<file path="src/rtl/core/mbcrc_pkg.sv">
// Shared types, constants and the byte-wide CRC-16 update for the Modbus
// response deframer. No dependencies.
`timescale 1ns / 1ps

package mbcrc_pkg;

  localparam int unsigned ValueCountDefault = 3;
  localparam int unsigned StoreDepth        = 3;
  localparam int unsigned SlotW             = $clog2(StoreDepth);
  localparam int unsigned CountW            = 5;
  localparam logic [CountW-1:0] CountMax    = '1;
  localparam int unsigned HeaderLen         = 3;

  localparam logic [15:0] CrcInit = 16'hFFFF;
  localparam logic [15:0] CrcPoly = 16'hA001;

  localparam int unsigned QueueDepth = 2;
  localparam int unsigned QueuePtrW  = $clog2(QueueDepth);
  localparam int unsigned QueueCntW  = $clog2(QueueDepth + 1);

  localparam logic [1:0] StatusOk     = 2'd0;
  localparam logic [1:0] StatusBadLen = 2'd1;
  localparam logic [1:0] StatusBadCrc = 2'd2;

  typedef enum logic [2:0] {
    OP_IGNORE    = 3'd0,
    OP_CRC       = 3'd1,
    OP_CRC_STORE = 3'd2,
    OP_CRC_LO    = 3'd3,
    OP_CRC_HI    = 3'd4
  } mbcrc_op_e;

  typedef struct packed {
    logic [7:0] rx_byte;
    logic       frame_end;
  } mbcrc_in_t;

  typedef struct packed {
    logic [1:0]         status;
    logic signed [31:0] value_first;
    logic signed [31:0] value_second;
    logic signed [31:0] value_third;
    logic [15:0]        crc_received;
    logic [15:0]        crc_computed;
  } mbcrc_out_t;

  // One classified byte as it travels from the front to the back.
  typedef struct packed {
    mbcrc_op_e        op;
    logic [SlotW-1:0] slot;
    logic [7:0]       data;
    logic             last;
    logic             len_ok;
  } mbcrc_cmd_t;

  // Reflected CRC-16 update over one byte, LSB first.
  function automatic logic [15:0] crc16_byte(input logic [15:0] crc, input logic [7:0] b);
    logic [15:0] c;
    c = crc ^ {8'd0, b};
    for (int i = 0; i < 8; i++) begin
      if (c[0]) begin
        c = (c >> 1) ^ CrcPoly;
      end else begin
        c = c >> 1;
      end
    end
    return c;
  endfunction

endpackage

</file>
<file path="src/rtl/core/mbcrc_front.sv">
// Front end: counts byte positions within a frame and tags each byte with
// what the back end must do with it. Depends on mbcrc_pkg.
`timescale 1ns / 1ps

module mbcrc_front import mbcrc_pkg::*; #(
  parameter int unsigned VALUE_COUNT = ValueCountDefault
) (
  input  logic       clk_i,
  input  logic       rst_ni,
  input  logic       accept_i,
  input  mbcrc_in_t  in_i,
  output mbcrc_cmd_t cmd_o
);

  localparam logic [5:0] PayloadLen = 6'(HeaderLen + 4 * VALUE_COUNT);
  localparam logic [5:0] LastPos    = 6'(HeaderLen + 4 * VALUE_COUNT + 1);

  logic [CountW-1:0] cnt_q, cnt_d;
  logic [5:0]        pos;
  logic [5:0]        slot_full;

  assign pos       = {1'b0, cnt_q};
  assign slot_full = (pos - 6'(HeaderLen)) >> 2;

  always_comb begin
    cmd_o.op     = OP_IGNORE;
    cmd_o.slot   = slot_full[SlotW-1:0];
    cmd_o.data   = in_i.rx_byte;
    cmd_o.last   = in_i.frame_end;
    cmd_o.len_ok = (pos == LastPos);
    if (cnt_q != CountMax) begin
      if (pos < PayloadLen) begin
        if (pos >= 6'(HeaderLen) && slot_full < 6'(StoreDepth)) begin
          cmd_o.op = OP_CRC_STORE;
        end else begin
          cmd_o.op = OP_CRC;
        end
      end else if (pos == PayloadLen) begin
        cmd_o.op = OP_CRC_LO;
      end else if (pos == PayloadLen + 6'd1) begin
        cmd_o.op = OP_CRC_HI;
      end
    end
  end

  always_comb begin
    cnt_d = cnt_q;
    if (accept_i) begin
      if (in_i.frame_end) begin
        cnt_d = '0;
      end else if (cnt_q != CountMax) begin
        cnt_d = cnt_q + 1'b1;
      end
    end
  end

  always_ff @(posedge clk_i or negedge rst_ni) begin
    if (!rst_ni) begin
      cnt_q <= '0;
    end else begin
      cnt_q <= cnt_d;
    end
  end

endmodule

</file>
<file path="src/rtl/core/mbcrc_queue.sv">
// Short command queue between the front and back ends, so that each side
// can stall on its own. Depends on mbcrc_pkg.
`timescale 1ns / 1ps

module mbcrc_queue import mbcrc_pkg::*; (
  input  logic       clk_i,
  input  logic       rst_ni,
  input  logic       wr_i,
  input  mbcrc_cmd_t wr_data_i,
  output logic       full_o,
  input  logic       rd_i,
  output logic       valid_o,
  output mbcrc_cmd_t rd_data_o
);

  mbcrc_cmd_t           mem_q [QueueDepth];
  logic [QueuePtrW-1:0] wr_ptr_q, rd_ptr_q;
  logic [QueueCntW-1:0] cnt_q;

  assign full_o    = (cnt_q == QueueCntW'(QueueDepth));
  assign valid_o   = (cnt_q != '0);
  assign rd_data_o = mem_q[rd_ptr_q];

  function automatic logic [QueuePtrW-1:0] ptr_inc(input logic [QueuePtrW-1:0] p);
    return (p == QueuePtrW'(QueueDepth - 1)) ? '0 : p + 1'b1;
  endfunction

  always_ff @(posedge clk_i) begin
    if (wr_i) begin
      mem_q[wr_ptr_q] <= wr_data_i;
    end
  end

  always_ff @(posedge clk_i or negedge rst_ni) begin
    if (!rst_ni) begin
      wr_ptr_q <= '0;
      rd_ptr_q <= '0;
      cnt_q    <= '0;
    end else begin
      if (wr_i) begin
        wr_ptr_q <= ptr_inc(wr_ptr_q);
      end
      if (rd_i) begin
        rd_ptr_q <= ptr_inc(rd_ptr_q);
      end
      if (wr_i && !rd_i) begin
        cnt_q <= cnt_q + 1'b1;
      end else if (rd_i && !wr_i) begin
        cnt_q <= cnt_q - 1'b1;
      end
    end
  end

endmodule

</file>
<file path="src/rtl/core/mbcrc_back.sv">
// Back end: runs the CRC, assembles the values and the received CRC, and
// builds the frame result in an output register. Depends on mbcrc_pkg.
`timescale 1ns / 1ps

module mbcrc_back import mbcrc_pkg::*; (
  input  logic       clk_i,
  input  logic       rst_ni,
  input  logic       cfg_we_i,
  input  logic [7:0] cfg_wdata_i,
  input  logic       cmd_valid_i,
  input  mbcrc_cmd_t cmd_i,
  output logic       cmd_take_o,
  output logic       res_valid_o,
  input  logic       res_pop_i,
  output mbcrc_out_t res_o
);

  logic [7:0]  offset_q;
  logic [15:0] crc_q, crc_d;
  logic [15:0] rcrc_q, rcrc_d;
  logic [31:0] val_q [StoreDepth];
  logic [31:0] val_d [StoreDepth];
  logic        res_valid_q;
  mbcrc_out_t  res_q;
  logic        res_free;
  logic        done;

  // The result register may be refilled in the same cycle its beat is taken.
  assign res_free    = !res_valid_q || res_pop_i;
  assign cmd_take_o  = cmd_valid_i && (!cmd_i.last || res_free);
  assign done        = cmd_take_o && cmd_i.last;
  assign res_valid_o = res_valid_q;
  assign res_o       = res_q;

  always_comb begin
    crc_d  = crc_q;
    rcrc_d = rcrc_q;
    for (int k = 0; k < StoreDepth; k++) begin
      val_d[k] = val_q[k];
    end
    unique case (cmd_i.op)
      OP_CRC: begin
        crc_d = crc16_byte(crc_q, cmd_i.data);
      end
      OP_CRC_STORE: begin
        crc_d = crc16_byte(crc_q, cmd_i.data);
        for (int k = 0; k < StoreDepth; k++) begin
          if (cmd_i.slot == SlotW'(k)) begin
            val_d[k] = {val_q[k][23:0], cmd_i.data};
          end
        end
      end
      OP_CRC_LO: rcrc_d = {rcrc_q[15:8], cmd_i.data};
      OP_CRC_HI: rcrc_d = {cmd_i.data, rcrc_q[7:0]};
      default: ;
    endcase
  end

  always_ff @(posedge clk_i or negedge rst_ni) begin
    if (!rst_ni) begin
      offset_q <= '0;
    end else if (cfg_we_i) begin
      offset_q <= cfg_wdata_i;
    end
  end

  always_ff @(posedge clk_i or negedge rst_ni) begin
    if (!rst_ni) begin
      crc_q  <= CrcInit;
      rcrc_q <= '0;
      for (int k = 0; k < StoreDepth; k++) begin
        val_q[k] <= '0;
      end
    end else if (cmd_take_o) begin
      if (cmd_i.last) begin
        crc_q  <= CrcInit;
        rcrc_q <= '0;
        for (int k = 0; k < StoreDepth; k++) begin
          val_q[k] <= '0;
        end
      end else begin
        crc_q  <= crc_d;
        rcrc_q <= rcrc_d;
        for (int k = 0; k < StoreDepth; k++) begin
          val_q[k] <= val_d[k];
        end
      end
    end
  end

  always_ff @(posedge clk_i or negedge rst_ni) begin
    if (!rst_ni) begin
      res_valid_q <= 1'b0;
    end else if (done) begin
      res_valid_q <= 1'b1;
    end else if (res_pop_i) begin
      res_valid_q <= 1'b0;
    end
  end

  always_ff @(posedge clk_i) begin
    if (done) begin
      if (!cmd_i.len_ok) begin
        res_q.status <= StatusBadLen;
      end else if (rcrc_d != crc_d) begin
        res_q.status <= StatusBadCrc;
      end else begin
        res_q.status <= StatusOk;
      end
      res_q.value_first  <= $signed(val_d[0] - {24'd0, offset_q});
      res_q.value_second <= $signed(val_d[1] - {24'd0, offset_q});
      res_q.value_third  <= $signed(val_d[2] - {24'd0, offset_q});
      res_q.crc_received <= rcrc_d;
      res_q.crc_computed <= crc_d;
    end
  end

endmodule

</file>
<file path="src/rtl/core/modbus_response_crc_deframer.sv">
// Top level of the Modbus RTU response deframer with CRC-16 check.
// Depends on mbcrc_pkg, mbcrc_front, mbcrc_queue and mbcrc_back.
`timescale 1ns / 1ps

// Feed the response one byte per beat with frame_end set on the last byte;
// one result beat follows each frame: status (ok, wrong length, CRC
// mismatch), the three values minus value_offset, and both CRCs. A byte is
// taken every cycle while full is low. Once the last byte is accepted and
// nothing waits ahead of it, the result passes through a two-entry queue
// and then the output register; full rises only when a finished result
// has not been popped and a further frame end stands at the head of that
// queue with one more byte behind it. The user must write value_offset only
// between frames; the block itself does not enforce this.
module modbus_response_crc_deframer import mbcrc_pkg::*; #(
  parameter int unsigned VALUE_COUNT = ValueCountDefault
) (
  input  logic       clk_i,
  input  logic       rst_ni,
  input  logic       cfg_we_i,
  input  logic [7:0] cfg_wdata_i,
  input  logic       push,
  output logic       full,
  input  mbcrc_in_t  in_i,
  output logic       empty,
  input  logic       pop,
  output mbcrc_out_t out_o
);

  logic       accept;
  mbcrc_cmd_t front_cmd;
  mbcrc_cmd_t back_cmd;
  logic       q_full;
  logic       q_valid;
  logic       q_take;
  logic       res_valid;

  assign accept = push && !q_full;
  assign full   = q_full;
  assign empty  = !res_valid;

  mbcrc_front #(
    .VALUE_COUNT(VALUE_COUNT)
  ) u_front (
    .clk_i   (clk_i),
    .rst_ni  (rst_ni),
    .accept_i(accept),
    .in_i    (in_i),
    .cmd_o   (front_cmd)
  );

  mbcrc_queue u_queue (
    .clk_i    (clk_i),
    .rst_ni   (rst_ni),
    .wr_i     (accept),
    .wr_data_i(front_cmd),
    .full_o   (q_full),
    .rd_i     (q_take),
    .valid_o  (q_valid),
    .rd_data_o(back_cmd)
  );

  mbcrc_back u_back (
    .clk_i      (clk_i),
    .rst_ni     (rst_ni),
    .cfg_we_i   (cfg_we_i),
    .cfg_wdata_i(cfg_wdata_i),
    .cmd_valid_i(q_valid),
    .cmd_i      (back_cmd),
    .cmd_take_o (q_take),
    .res_valid_o(res_valid),
    .res_pop_i  (pop && res_valid),
    .res_o      (out_o)
  );

endmodule
</file>
<file path="config.mk">
export PLATFORM = sky130hd
export DESIGN_NAME = modbus_response_crc_deframer
export DESIGN_NICKNAME = d
export VERILOG_FILES = /design/src/rtl/core/mbcrc_pkg.sv /design/src/rtl/core/mbcrc_front.sv /design/src/rtl/core/mbcrc_queue.sv /design/src/rtl/core/mbcrc_back.sv /design/src/rtl/core/modbus_response_crc_deframer.sv
export SDC_FILE = /design/constraint.sdc
export NUM_CORES = 1
export LEC_CHECK = 0
export BUFFER_PORTS_ARGS = -buffer_cell sky130_fd_sc_hd__buf_2
export CAP_MARGIN = 5
export CORE_MARGIN = 2
export CORE_UTILIZATION = 58
export CTS_CLUSTER_DIAMETER = 40
export DETAILED_ROUTE_END_ITERATION = 7
export MAX_ROUTING_LAYER = met4
export PLACE_DENSITY = 0.75
export SYNTH_ARGS = -nofsm -noshare
export SYNTH_HDL_FRONTEND = slang
export SYNTH_HIERARCHICAL = 1
export SYNTH_SLANG_ARGS = --single-unit
</file>
<file path="constraint.sdc">
create_clock -name clk_i -period 6.6 [get_ports clk_i]
set_input_delay 0.99 -clock clk_i [delete_from_list [all_inputs] [get_ports clk_i]]
set_output_delay 0.99 -clock clk_i [all_outputs]
set_load 0.03 [all_outputs]
</file>
==> results.txt <==
----------------------------------------------------
[Outcome]
  Status ... complete, no violations

[Detailed routing]
  Number of vias after detailed routing ... 11384
  Length of the first detailed-routing pass in iterations ... 5
  Antenna violation net count after detailed routing ... 0
  Via density per instance ... 6.01
  Total routed wirelength ... 37700 µm
  Routed wirelength normalized by instance count ... 19.9 µm
  Post-route DRC violation count ... 0
  First DRT Iteration DRCs ... 973

[STA]
  RSZ-0062 raised after global routing ... false
  Max Transition Viols Final ... 0
  Slew at the pin with the worst max-slew slack ... 1.06 ns
  Worst max-slew margin expressed relative to the limit ... 29.0%
  Final critical-path share of the clock period ... 80.1%
  Largest clock skew in the final design ... 0.0206 ns
  Time the worst path needs with I/O delays and setup ... 5.29 ns
  Fmax ... 189 MHz
  Fin Setup TNS ... 0 ns
  Final Hold Fails ... 0
  Worst hold slack ... 0.483 ns
  Number of failing setup endpoints in the final timing report ... 0

[Die]
  Overall die area ... 28700 µm²
  Placeable Area ... 26900 µm²
  Initial Util ... 59.0%
  Y dimension of the die ... 169 µm
  Cell Rows ... 60
  I/O pins ... 154
  Die width ... 169 µm

[Worst setup path]
  Critical path's top delay family ... compound AO/OA/AOI/OAI gates
  Setup crit start kind ... flip-flop
  Chain of cells forming the critical path ... mux2_2 > or3b_4 > nor3b_4 > buf_4 > mux2i_1 > ha_1 > inv_1 > fa_1 > a21o_1 > a21oi_1 > o21ai_0 > a2111oi_1 > o21ai_2 > nor2_2 > nand4_1 > xor2_1
  Critical path fanouts, max ... 31
  Cell type of the slowest stage on the worst timing path ... sky130_fd_sc_hd__a2111oi_1
  CP bufs+invs ... 2
  Crit path capture type ... flip-flop
  Setup Crit Path Kind ... reg2reg
  Required time reported for the critical path endpoint ... 6.87 ns
  Largest stage delay on the critical path ... 0.76 ns
  Critical path arrival ... 5.56 ns

[Yosys]
  Area fraction of the dominant cell type after synthesis ... 30.3%
  Syn Nets ... 1455
  Cell variety after synth ... 84
  Largest area contributor in the synthesized netlist ... sky130_fd_sc_hd__edfxtp_1
  Yosys warning count ... 6
  Most frequent cell after synthesis ... sky130_fd_sc_hd__edfxtp_1
  Share of synthesized area occupied by flip-flops and latches ... 53.4%
  Async set-or-reset flop fraction in the synthesized netlist ... 47.7%
  Top post-synthesis cells by count ... sky130_fd_sc_hd__edfxtp_1, sky130_fd_sc_hd__nand2_1, sky130_fd_sc_hd__dfrtp_1, sky130_fd_sc_hd__a22o_1
  Total of flip-flops plus latches after synthesis ... 306
  Number of flops mapped to enable cells by yosys ... 160
  Synthesized instance count ... 1401
  Primary FF master, synth ... sky130_fd_sc_hd__edfxtp_1
  Post-synthesis instance area ... 15900 µm²
  Synthesized area per cell ... 11.3 µm²
  Dominant cells by area after synthesis ... sky130_fd_sc_hd__edfxtp_1, sky130_fd_sc_hd__dfrtp_1, sky130_fd_sc_hd__mux2i_1, sky130_fd_sc_hd__a22o_1, sky130_fd_sc_hd__xnor2_1

[Clock network]
  Library cell used as clock root buffer ... sky130_fd_sc_hd__clkbuf_16
  TritonCTS clock tree ... yes
  Cts bufs inserted ... 42
  Register clock-pin slew on the reported worst setup and hold paths ... 0.06 ns
  Number of clock sinks ... 306
  CTS HTree Levels ... 2
  Number of buffers on the longest clock path ... 3
  Insertion delay to the later sink of the worst-skew pair ... 0.54 ns
  Number of hold buffers added after CTS ... 0
  Number of resized instances in the post-cts repair step ... 0
  Post-CTS setup repair buffer count ... 0

[Placement]
  Count of buffers inserted at the top-level ports ... 153
  Gp weighted congestion ... 0.894
  DP HPWL ... 24500 µm

[Cells and area]
  Growth of design area from synthesis to finish ... 14.6%
  Net count of the finished layout ... 1574
  Share of the core filled with cells in the final layout ... 67.7%
  Ant. Diodes ... 0
  Share of layout cells above drive strength 1 ... 20.0%

[Power]
  Reported leakage power ... 7.89 nW
  Pwr Density ... 552 nW/µm²
  Largest voltage drop on the vdd net ... 502 µV

[Global routing]
  Wire length of the first global-routing pass ... 60700 µm
  Pin count of the biggest net entering global routing ... 81
  Antenna violations before repair ... 0
  Vias in the first global route ... 11223
  Global Route Usage Sum ... 27.6%
  Overflow after GRT ... 0

[Min path]
  Min-Delay Path Class ... reg2reg

[Run]
  Total of max-cap violations ... 0

----------------------------------------------------
-- placed cells by master, fill, tap and decap left out, types with 5 or more instances in the layout --
master and instances:
sky130_fd_sc_hd__xor2_1 61, sky130_fd_sc_hd__o21ai_0 49, sky130_fd_sc_hd__mux2_4 9, sky130_fd_sc_hd__inv_6 7, sky130_fd_sc_hd__buf_2 152, sky130_fd_sc_hd__nand4_1 5, sky130_fd_sc_hd__o22a_1 5, sky130_fd_sc_hd__nor2b_1 12
sky130_fd_sc_hd__mux2i_1 90, sky130_fd_sc_hd__a21o_1 7, sky130_fd_sc_hd__nand2b_1 6, sky130_fd_sc_hd__nand3_1 11, sky130_fd_sc_hd__or2_2 8, sky130_fd_sc_hd__or4_1 6, sky130_fd_sc_hd__clkbuf_16 45, sky130_fd_sc_hd__dfrtp_1 130
sky130_fd_sc_hd__xnor2_1 90, sky130_fd_sc_hd__nor3b_1 5, sky130_fd_sc_hd__o21ai_1 9, sky130_fd_sc_hd__inv_1 56, sky130_fd_sc_hd__a22o_1 95, sky130_fd_sc_hd__nand2_1 142, sky130_fd_sc_hd__clkbuf_1 6, sky130_fd_sc_hd__nor4_1 23
sky130_fd_sc_hd__mux2_2 9, sky130_fd_sc_hd__or3_1 14, sky130_fd_sc_hd__edfxtp_1 160, sky130_fd_sc_hd__nor4b_1 6, sky130_fd_sc_hd__buf_4 17, sky130_fd_sc_hd__nor2_1 85, sky130_fd_sc_hd__nor2_2 5, sky130_fd_sc_hd__a31oi_1 6
sky130_fd_sc_hd__nor3_1 41, sky130_fd_sc_hd__ha_1 29, sky130_fd_sc_hd__a21oi_1 43, sky130_fd_sc_hd__dfstp_2 16
-- final timing paths --
| kind | end | slack (ns) | from | depth (start not counted) |
|---|---|---|---|---|
| worst max-delay path | u_back/res_o[60] | 1.31 | u_queue/rd_ptr_q | 16 |
| worst min-delay path | u_back/rcrc_q[12] | 0.48 | u_back/rcrc_q[12] | 2 |
| worst max register to register | u_back/res_o[60] | 1.31 | u_queue/rd_ptr_q | 16 |
| worst min register to register | u_back/rcrc_q[12] | 0.48 | u_back/rcrc_q[12] | 2 |
| max in group asynchronous | u_back/val_q[45] | 4.76 | rst_ni | 2 |
| min in group asynchronous | u_queue/cnt_q[0] | 0.49 | rst_ni | 1 |
-- flip-flops by register name (all words and copies together) (netlist names), 2 cells and up --
signal           count
u_back/rcrc_q       16
u_queue/mem_q       30
u_back/res_o       130
u_queue/cnt_q        2
u_back/val_q        96
u_front/cnt_q        5
u_back/offset_q      8
u_back/crc_q        16
-- logic make-up after synthesis --
kind of cell / count (synthesis) / synth area share [%]
AO/OA/AOI/OAI: 251 / 11.3
XOR/XNOR: 153 / 8.62
adder cells (fa/ha/maj): 32 / 2.67
buffers and inverters: 153 / 4.25
flip-flops: 306 / 53.4
multiplexers: 108 / 7.17
AND/OR/NAND/NOR: 398 / 12.5
-- power breakdown --
group	switching (mW)	internal (mW)
clock	0.874	1.39
sequential	0.260	2.89
combinational	3.05	1.57
-- metal layers --
metal  GRT usage [%]  share of wire (%)  up-vias
li1                -                  -     5266
met5               -                  0        -
met4            8.66                2.7        0
met1            37.8                 44     5606
met2            43.1                 47      427
met3            3.85                6.2       85
-- through the flow --
step	instance area [µm²]	std cells	setup slack (ns)	power, mW
after global routing	18200	1895	1.02	10.6
after CTS	18200	1895	1.37	10.1
after floorplan	15900	1401	1.52	6.63
after detailed placement	16800	1817	1.40	7.72
after global placement	16800	1817	1.56	7.65
final	18200	1895	1.31	10.0
-- worst reg2reg max path: cells and delay by family (launching register included) --
family	cells	cell delay, ns
compound gates	5	1.55
mux	2	0.71
flops	1	0.43
buf+inv	2	0.46
fa+ha+maj	2	0.60
simple gates	4	1.06
xor+xnor	1	0.20
-- cell type report --
class	instances	area (µm²)
repair buffers	170	900
flip-flops and latches	306	8480
clock buffers	51	1150
inverters	58	218
multi-input cells	942	6740
well taps	341	427
clock inverters	27	277
fillers	2019	8690
(Power assumes the default switching activity.)
